==> src/hdl/eoc_pkg.sv <==
// Package for the encoder offset calibration block.
// Holds the widths, reset constants and controller/datapath interface types.
// No dependencies.
`timescale 1ns / 1ps

package eoc_pkg;

  localparam int COUNT_BITS = 13;
  localparam int ENC_N      = 1 << COUNT_BITS;
  localparam int HALF_N     = ENC_N / 2;
  localparam int OFFSET_W   = COUNT_BITS + 1;
  localparam int STEP_W     = 12;
  localparam int SCOUNT_W   = 13;
  localparam int STEPS_MAX  = 4096;
  localparam int OFF_W      = 28;
  localparam int SUM_W      = 30;
  localparam int DIV_W      = 30;
  localparam int DVS_W      = 14;
  localparam int DIV_CNT_W  = 5;

  localparam logic signed [OFF_W-1:0] MIN_RESET = OFF_W'(ENC_N - 1);
  localparam logic signed [OFF_W-1:0] MAX_RESET = -OFF_W'(ENC_N);

  typedef struct packed {
    logic load;
    logic apply;
    logic mean_start;
    logic emit;
  } eoc_cmd_t;

  typedef struct packed {
    logic div_done;
    logic last;
  } eoc_status_t;

endpackage

==> src/hdl/eoc_divider.sv <==
// Iterative restoring divider, one quotient bit per clock cycle.
// Unsigned dividend and divisor; depends on eoc_pkg for the widths.
`timescale 1ns / 1ps

module eoc_divider (
  input  logic                        clk,
  input  logic                        rst,
  input  logic                        start,
  input  logic [eoc_pkg::DIV_W-1:0]   dividend,
  input  logic [eoc_pkg::DVS_W-1:0]   divisor,
  output logic [eoc_pkg::DIV_W-1:0]   quotient,
  output logic                        done
);

  logic [eoc_pkg::DVS_W-1:0]     rem;
  logic [eoc_pkg::DIV_W-1:0]     quo;
  logic [eoc_pkg::DVS_W-1:0]     dvs;
  logic [eoc_pkg::DIV_CNT_W-1:0] cnt;
  logic                          running;
  logic [eoc_pkg::DVS_W:0]       trial;
  logic [eoc_pkg::DVS_W+1:0]     diff;

  assign trial    = {rem, quo[eoc_pkg::DIV_W-1]};
  assign diff     = {1'b0, trial} - {2'b00, dvs};
  assign quotient = quo;

  always_ff @(posedge clk) begin
    if (rst) begin
      running <= 1'b0;
      done    <= 1'b0;
      cnt     <= '0;
    end else begin
      done <= !start && running &&
              (cnt == eoc_pkg::DIV_CNT_W'(eoc_pkg::DIV_W - 1));
      if (start) begin
        running <= 1'b1;
        cnt     <= '0;
      end else if (running) begin
        cnt <= cnt + 1'b1;
        if (cnt == eoc_pkg::DIV_CNT_W'(eoc_pkg::DIV_W - 1)) begin
          running <= 1'b0;
        end
      end
    end
  end

  always_ff @(posedge clk) begin
    if (start) begin
      rem <= '0;
      quo <= dividend;
      dvs <= divisor;
    end else if (running) begin
      if (!diff[eoc_pkg::DVS_W+1]) begin
        rem <= diff[eoc_pkg::DVS_W-1:0];
        quo <= {quo[eoc_pkg::DIV_W-2:0], 1'b1};
      end else begin
        rem <= trial[eoc_pkg::DVS_W-1:0];
        quo <= {quo[eoc_pkg::DIV_W-2:0], 1'b0};
      end
    end
  end

endmodule

==> src/hdl/eoc_datapath.sv <==
// Datapath: step count register, run statistics, offset wrap and result registers.
// Depends on eoc_pkg and eoc_divider.
`timescale 1ns / 1ps

module eoc_datapath (
  input  logic                                clk,
  input  logic                                rst,
  input  eoc_pkg::eoc_cmd_t                   cmd,
  output eoc_pkg::eoc_status_t                status,
  input  logic                                cfg_write,
  input  logic [eoc_pkg::SCOUNT_W-1:0]        cfg_data,
  input  logic [eoc_pkg::COUNT_BITS-1:0]      raw_position,
  output logic                                done,
  output logic signed [eoc_pkg::OFFSET_W-1:0] step_offset,
  output logic                                is_last,
  output logic signed [eoc_pkg::OFFSET_W-1:0] min_offset,
  output logic signed [eoc_pkg::OFFSET_W-1:0] max_offset,
  output logic signed [eoc_pkg::OFFSET_W-1:0] mean_offset,
  output logic [eoc_pkg::COUNT_BITS-1:0]      stored_offset
);

  logic [eoc_pkg::SCOUNT_W-1:0]          step_count;
  logic [eoc_pkg::SCOUNT_W-1:0]          eff_steps;
  logic [eoc_pkg::SCOUNT_W-1:0]          steps;
  logic [eoc_pkg::STEP_W-1:0]            step_index;
  logic [eoc_pkg::COUNT_BITS-1:0]        raw;
  logic signed [eoc_pkg::OFF_W-1:0]      running_min;
  logic signed [eoc_pkg::OFF_W-1:0]      running_max;
  logic signed [eoc_pkg::SUM_W-1:0]      running_sum;
  logic signed [eoc_pkg::OFF_W-1:0]      off;
  logic signed [eoc_pkg::OFF_W-1:0]      off_raw;
  logic signed [eoc_pkg::OFF_W-1:0]      off_wrap;
  logic signed [eoc_pkg::SUM_W-1:0]      sum_next;
  logic                                  last;
  logic                                  sum_neg;
  logic                                  div_start;
  logic [eoc_pkg::DIV_W-1:0]             div_dividend;
  logic [eoc_pkg::DVS_W-1:0]             div_divisor;
  logic [eoc_pkg::DIV_W-1:0]             quotient;
  logic                                  div_done;
  logic [eoc_pkg::DIV_W-1:0]             mean_full;

  function automatic logic [eoc_pkg::DIV_W-1:0] DIV_W_neg(
    input logic signed [eoc_pkg::SUM_W-1:0] v
  );
    DIV_W_neg = eoc_pkg::DIV_W'(-v);
  endfunction

  always_comb begin
    if (step_count == '0) begin
      eff_steps = eoc_pkg::SCOUNT_W'(1);
    end else if (step_count > eoc_pkg::SCOUNT_W'(eoc_pkg::STEPS_MAX)) begin
      eff_steps = eoc_pkg::SCOUNT_W'(eoc_pkg::STEPS_MAX);
    end else begin
      eff_steps = step_count;
    end
  end

  always_comb begin
    div_start = cmd.load | cmd.mean_start;
    if (cmd.load) begin
      div_dividend = (eoc_pkg::DIV_W'(step_index) << (eoc_pkg::COUNT_BITS + 1))
                     + eoc_pkg::DIV_W'(eff_steps);
      div_divisor  = {eff_steps, 1'b0};
    end else begin
      div_dividend = running_sum[eoc_pkg::SUM_W-1] ? DIV_W_neg(running_sum)
                                                    : eoc_pkg::DIV_W'(running_sum);
      div_divisor  = {1'b0, steps};
    end
  end

  eoc_divider u_divider (
    .clk      (clk),
    .rst      (rst),
    .start    (div_start),
    .dividend (div_dividend),
    .divisor  (div_divisor),
    .quotient (quotient),
    .done     (div_done)
  );

  always_comb begin
    off_raw = $signed(eoc_pkg::OFF_W'(raw))
              - $signed({1'b0, quotient[eoc_pkg::OFF_W-2:0]});
    if (off_raw > eoc_pkg::OFF_W'(eoc_pkg::HALF_N)) begin
      off_wrap = off_raw - eoc_pkg::OFF_W'(eoc_pkg::ENC_N);
    end else if (off_raw < -eoc_pkg::OFF_W'(eoc_pkg::HALF_N)) begin
      off_wrap = off_raw + eoc_pkg::OFF_W'(eoc_pkg::ENC_N);
    end else begin
      off_wrap = off_raw;
    end
    sum_next  = running_sum + {{(eoc_pkg::SUM_W - eoc_pkg::OFF_W){off_wrap[eoc_pkg::OFF_W-1]}},
                               off_wrap};
    mean_full = sum_neg ? (~quotient + 1'b1) : quotient;
  end

  assign status.div_done = div_done;
  assign status.last     = last;

  always_ff @(posedge clk) begin
    if (rst) begin
      step_count  <= eoc_pkg::SCOUNT_W'(64);
      step_index  <= '0;
      running_min <= eoc_pkg::MIN_RESET;
      running_max <= eoc_pkg::MAX_RESET;
      running_sum <= '0;
      done        <= 1'b0;
    end else begin
      done <= cmd.emit;
      if (cfg_write) begin
        step_count <= cfg_data;
      end
      if (cmd.apply) begin
        if (off_wrap < running_min) begin
          running_min <= off_wrap;
        end
        if (off_wrap > running_max) begin
          running_max <= off_wrap;
        end
        running_sum <= sum_next;
      end
      if (cmd.emit) begin
        if (last) begin
          step_index  <= '0;
          running_min <= eoc_pkg::MIN_RESET;
          running_max <= eoc_pkg::MAX_RESET;
          running_sum <= '0;
        end else begin
          step_index <= step_index + 1'b1;
        end
      end
    end
  end

  always_ff @(posedge clk) begin
    if (cmd.load) begin
      raw   <= raw_position;
      steps <= eff_steps;
    end
    if (cmd.apply) begin
      off  <= off_wrap;
      last <= ({1'b0, step_index} + 1'b1) >= steps;
    end
    if (cmd.mean_start) begin
      sum_neg <= running_sum[eoc_pkg::SUM_W-1];
    end
    if (cmd.emit) begin
      step_offset <= off[eoc_pkg::OFFSET_W-1:0];
      is_last     <= last;
      if (last) begin
        min_offset    <= running_min[eoc_pkg::OFFSET_W-1:0];
        max_offset    <= running_max[eoc_pkg::OFFSET_W-1:0];
        mean_offset   <= mean_full[eoc_pkg::OFFSET_W-1:0];
        stored_offset <= mean_full[eoc_pkg::COUNT_BITS-1:0];
      end else begin
        min_offset    <= '0;
        max_offset    <= '0;
        mean_offset   <= '0;
        stored_offset <= '0;
      end
    end
  end

endmodule

==> src/hdl/eoc_controller.sv <==
// Controller state machine sequencing the expected-count division, the
// statistics update, the mean division and the result transaction. Depends on eoc_pkg.
`timescale 1ns / 1ps

module eoc_controller (
  input  logic                 clk,
  input  logic                 rst,
  input  logic                 start,
  output logic                 busy,
  output eoc_pkg::eoc_cmd_t    cmd,
  input  eoc_pkg::eoc_status_t status
);

  typedef enum logic [4:0] {
    S_IDLE     = 5'b00001,
    S_DIV_EXP  = 5'b00010,
    S_CALC     = 5'b00100,
    S_DIV_MEAN = 5'b01000,
    S_EMIT     = 5'b10000
  } state_t;

  state_t state;
  state_t state_next;

  assign busy = (state != S_IDLE);

  always_comb begin
    state_next     = state;
    cmd            = '0;
    case (state)
      S_IDLE: begin
        if (start) begin
          cmd.load   = 1'b1;
          state_next = S_DIV_EXP;
        end
      end
      S_DIV_EXP: begin
        if (status.div_done) begin
          cmd.apply  = 1'b1;
          state_next = S_CALC;
        end
      end
      S_CALC: begin
        if (status.last) begin
          cmd.mean_start = 1'b1;
          state_next     = S_DIV_MEAN;
        end else begin
          state_next = S_EMIT;
        end
      end
      S_DIV_MEAN: begin
        if (status.div_done) begin
          state_next = S_EMIT;
        end
      end
      S_EMIT: begin
        cmd.emit   = 1'b1;
        state_next = S_IDLE;
      end
      default: begin
        state_next = S_IDLE;
      end
    endcase
  end

  always_ff @(posedge clk) begin
    if (rst) begin
      state <= S_IDLE;
    end else begin
      state <= state_next;
    end
  end

endmodule

==> src/hdl/encoder_offset_calibration_core.sv <==
// Encoder offset calibration, top level.
// Joins the controller and the datapath; depends on eoc_pkg and the modules below.
//
// Use: write step_count through cfg_write/cfg_data while the block is idle
// (reset value 64). For each calibration step present raw_position and raise
// start; the input transaction is taken at a clock edge with start high and
// busy low. Each reading yields one result transaction: done is high for
// exactly one cycle with step_offset, is_last and the summary fields, which
// are zero unless is_last is set. On the final step of a run the summary
// carries min, max, mean and stored offset, and the run state clears itself.
// Each step runs through the 30-bit divider, one quotient bit per cycle, which
// first forms the expected count and, on the last step, the mean. Busy falls
// in the cycle in which done is high, so the next transaction can be taken at
// the edge that takes the result; no new reading is taken before then.
// Synchronous reset returns the block to idle, clears the run and restores
// step_count to 64. The receiver cannot stall: results are not held beyond
// their strobe cycle.
`timescale 1ns / 1ps

module encoder_offset_calibration_core (
  input  logic                                clk,
  input  logic                                rst,
  input  logic                                start,
  output logic                                busy,
  input  logic [eoc_pkg::COUNT_BITS-1:0]      raw_position,
  input  logic                                cfg_write,
  input  logic [eoc_pkg::SCOUNT_W-1:0]        cfg_data,
  output logic                                done,
  output logic signed [eoc_pkg::OFFSET_W-1:0] step_offset,
  output logic                                is_last,
  output logic signed [eoc_pkg::OFFSET_W-1:0] min_offset,
  output logic signed [eoc_pkg::OFFSET_W-1:0] max_offset,
  output logic signed [eoc_pkg::OFFSET_W-1:0] mean_offset,
  output logic [eoc_pkg::COUNT_BITS-1:0]      stored_offset
);

  eoc_pkg::eoc_cmd_t    cmd;
  eoc_pkg::eoc_status_t status;

  eoc_controller u_controller (
    .clk    (clk),
    .rst    (rst),
    .start  (start),
    .busy   (busy),
    .cmd    (cmd),
    .status (status)
  );

  eoc_datapath u_datapath (
    .clk           (clk),
    .rst           (rst),
    .cmd           (cmd),
    .status        (status),
    .cfg_write     (cfg_write),
    .cfg_data      (cfg_data),
    .raw_position  (raw_position),
    .done          (done),
    .step_offset   (step_offset),
    .is_last       (is_last),
    .min_offset    (min_offset),
    .max_offset    (max_offset),
    .mean_offset   (mean_offset),
    .stored_offset (stored_offset)
  );

endmodule

==> config.mk <==
export PLATFORM = sky130hd
export DESIGN_NAME = encoder_offset_calibration_core
export DESIGN_NICKNAME = d
export VERILOG_FILES = /design/src/hdl/eoc_pkg.sv /design/src/hdl/eoc_divider.sv /design/src/hdl/eoc_datapath.sv /design/src/hdl/eoc_controller.sv /design/src/hdl/encoder_offset_calibration_core.sv
export SDC_FILE = /design/constraint.sdc
export NUM_CORES = 1
export LEC_CHECK = 0
export ABC_CLOCK_PERIOD_IN_PS = 6100
export BUFFER_PORTS_ARGS = -buffer_cell sky130_fd_sc_hd__buf_2
export CAP_MARGIN = 10
export CORE_ASPECT_RATIO = 0.75
export CORE_MARGIN = 3
export CORE_UTILIZATION = 55
export DETAILED_ROUTE_END_ITERATION = 8
export PLACE_DENSITY = 0.8
export SETUP_SLACK_MARGIN = 0.4
export SYNTH_ARGS = -nofsm -noshare
export SYNTH_HDL_FRONTEND = slang
export SYNTH_HIERARCHICAL = 1
export SYNTH_SLANG_ARGS = --single-unit
==> constraint.sdc <==
create_clock -name clk -period 6.1 [get_ports clk]
set_input_delay 0.305 -clock clk [delete_from_list [all_inputs] [get_ports clk]]
set_output_delay 0.305 -clock clk [all_outputs]
set_load 0.02 [all_outputs]
==> flow_summary.yaml <==
worst_setup_path:
  crit_path_max_incr_delay_ns: 0.44
  crit_fanout: 4
  cp-end-kind: "flop"
  start_kind: "flop"
  crit_slowest_cell: "or4_4"
  critPathArrivalTime_ns: 6.84
  cp.required_ns: 6.62
  path_class: "reg -> reg"
power:
  pwr-share-clk_pct: 26.6
  seqPwrFrac_pct: 34.2
  power.share.switching_pct: 35.2
  peakVddDrop_mv: 0.176
  p_sw_mw: 2.24
  power_density_mw_per_mm2: 294
  leakagePower_nw: 9.40
  internal-power_mw: 4.13
  p_comb_share_pct: 39.2
yosys:
  async_reset_ff_share_pct: 0
  syn_area_mm2: 0.0173
  yosysUniqueCellTypes: 94
  synthFlopType: "edfxtp_1"
  yosys.area.top_type: "edfxtp_1"
  avgSynthCellArea_um2: 9.61
  yosysTopAreaCellShare_pct: 24.8
  seq_area_frac_synth_pct: 40.8
  synth_cells: 1802
  yosys-top-cells-area: "edfxtp_1 (25%), dfxtp_1 (16%), ha_1 (9.5%)"
  yosysMostFrequentCell: "nor2_1"
  synth_nets: 1967
  synth-edff-count: 143
  ys_ff_latch: 281
  synth_common_cells: "nor2_1 (148), edfxtp_1 (143), dfxtp_1 (138)"
  synth_warnings: 6
clock_tree:
  clock-sinks: 281
  cts_root_buf: "clkbuf_16"
  clock_path_buffers: 3
  htree_levels: 1
  worstSkewPairLatency_ns: 0.58
  clkSlewWorstSetupHoldPaths_ns: 0.07
  cts_buffers: 28
  tritoncts: "yes"
placement:
  place_congestion: 0.935
  dpl_worst_slack_ns: -0.276
  io_buffer_count: 101
  place_inst: 2370
  dp_hpwl_mm: 33.7
  dpl_cell_area_mm2: 0.0192
floorplanning:
  io_pins: 102
  fp.dieW_um: 211
  die_area_mm2: 0.0337
  core_area_mm2: 0.0306
  die_y_um: 160
  start_util_pct: 56.7
  fp-row-count: 55
drt:
  wl_mm: 49.5
  avgRoutedWirePerCell_um: 19.7
  drt-initial-drc-count: 1606
  vias_per_cell: 6.00
  drt-pass1-iter-count: 5
  vias: 15100
  drc: 0
  ant_nets: 0
timing:
  slew_headroom_pct: 35.8
  drv_slew: 0
  hold_viol_final: 0
  fin_crit_sh_pct: 104
  worst_slew_pin_slew_ns: 0.963
  finalWorstSetupSlack_ns: -0.221
  clock.fmax_mhz: 158
  setup_viol: 56
  finalClockSkew_ns: 0.0281
  period_minus_slack_ns: 6.32
  rsz0062_at_grt: "yes"
final_layout:
  drive_gt1_share_pct: 25.7
  layout.nets: 2259
  fin_area_mm2: 0.0217
  area_growth_pct: 25.2
  diodes: 0
  layout.cells.non_filler: 2515
worst_hold_path:
  hold_path_class: "in -> reg"
global_routing:
  grt_max_degree: 94
  grt_pass1_wl_mm: 75.0
  first_global_vias: 14200
  grt_usage_pct: 27.4
  grt_overflow_total: 0
  antenna_found_initial: 0
run_status:
  status: "complete, but fails checks"
  failed_checks: "setup timing"
run:
  cap_violations: 0
[kinds of logic (layout without fill, tap and decap cells)]
logic type	Yosys count	count (layout)	share of synthesized area, %
AO/OA/AOI/OAI	417	417	16.7
XOR/XNOR	113	113	5.72
adder cells (fa/ha/maj)	135	135	9.89
buffers and inverters	209	521	4.94
flip-flops	281	281	40.8
multiplexers	86	86	5.20
AND/OR/NAND/NOR	561	563	16.8
[per-layer routing]
metal	global-route usage, %	wire length, um	part of all wire [%]
met5	0.144	0	0
met4	7.48	1210	2.5
met3	6.48	4540	9.2
met2	41.7	21900	44
met1	39.4	21900	44
[worst max-delay path: cells and delay by family (launching register included)]
family / cells / cell delay, ns
AND/OR/NAND/NOR: 9 / 1.85
flip-flops: 1 / 0.37
adder cells (fa/ha/maj): 3 / 0.83
buffers and inverters: 9 / 1.13
XOR/XNOR: 2 / 0.41
multiplexers: 1 / 0.17
AO/OA/AOI/OAI: 6 / 1.52
[what timing repair did]
action                     in CTS  in global routing
gates cloned                    3                  3
setup endpoints to repair      66                 70
hold endpoints to repair       25                  0
hold buffers                   25                  0
gates resized for setup        81                 79
setup buffers                  31                 31
pin swaps                      35                 50
[state kept, by name (all words and copies together), names as in the netlist, 12 cells and up]
register and flops:
u_datapath/u_divider/dvs 14, u_datapath/running_max 28, u_datapath/u_divider/quotient 30, u_datapath/step_offset 14
u_datapath/off 14, u_datapath/running_sum 30, u_datapath/step_count 13, u_datapath/steps 13
u_datapath/running_min 28, u_datapath/step_index 12, u_datapath/mean_offset 14, u_datapath/min_offset 14
u_datapath/max_offset 14, u_datapath/raw 13, u_datapath/u_divider/rem 14
[power by group through the flow]
stage	Combinational (mW)	Sequential [mW]	Clock, mW
after global routing	2.67	2.19	1.80
after floorplan	1.28	2.20	0
after global placement	2.05	2.21	0
final	2.50	2.18	1.70
after detailed placement	2.10	2.22	0
after CTS	2.23	2.18	1.72
[stage by stage]
step	util, %	hold slack, ns	total power, mW	setup TNS, ns
2_1_floorplan	-	0.377	3.48	0
3_3_place_gp	62.8	0.401	4.27	-0.150
3_5_place_dp	62.8	0.405	4.31	-5.11
4_1_cts	68.6	0.0258	6.12	-0.606
5_1_grt	70.9	0.0771	6.65	-18.92
6_report	70.9	0.0431	6.37	-6.05
[final timing paths]
check / slack (ns) / cells past startpoint / startpoint / end
max: -0.22 / 30 / u_datapath/raw[0]$_DFFE_PP_ / u_datapath/running_max[17]$_SDFF_PP1_
min: 0.04 / 3 / cfg_data[11] / u_datapath/step_count[11]$_SDFFE_PP0P_
max reg2reg: -0.22 / 30 / u_datapath/raw[0]$_DFFE_PP_ / u_datapath/running_max[17]$_SDFF_PP1_
min reg2reg: 0.42 / 0 / u_datapath/off[12]$_DFFE_PP_ / u_datapath/step_offset[12]$_DFFE_PP_
[cell type report]
cell class,instances,area [um2]
clock inverters,18,165
clock buffers,34,723
multi-input cells,1314,10200
fillers,2120,8880
flip-flops and latches,281,7060
inverters,127,477
repair buffers,342,2600
well taps,399,499
[cells in the final DEF (no fill, tap or decap), types with 16 or more instances in the layout]
cell,count
xor2_1,52
ha_1,119
buf_6,19
mux2_2,31
o31ai_1,16
dfxtp_1,138
nand2b_1,22
mux2i_1,52
o21ai_0,83
clkbuf_16,30
a21o_1,50
nor3_1,30
dlygate4sd3_1,25
buf_2,101
edfxtp_1,143
nor2_1,141
xnor2_1,54
nor2b_1,40
nand2_1,105
nand4_1,21
nand3_1,32
and2_1,48
inv_1,124
buf_4,186
a21oi_1,62
o211ai_1,21
Note: power is estimated with default switching activity, not from simulation.
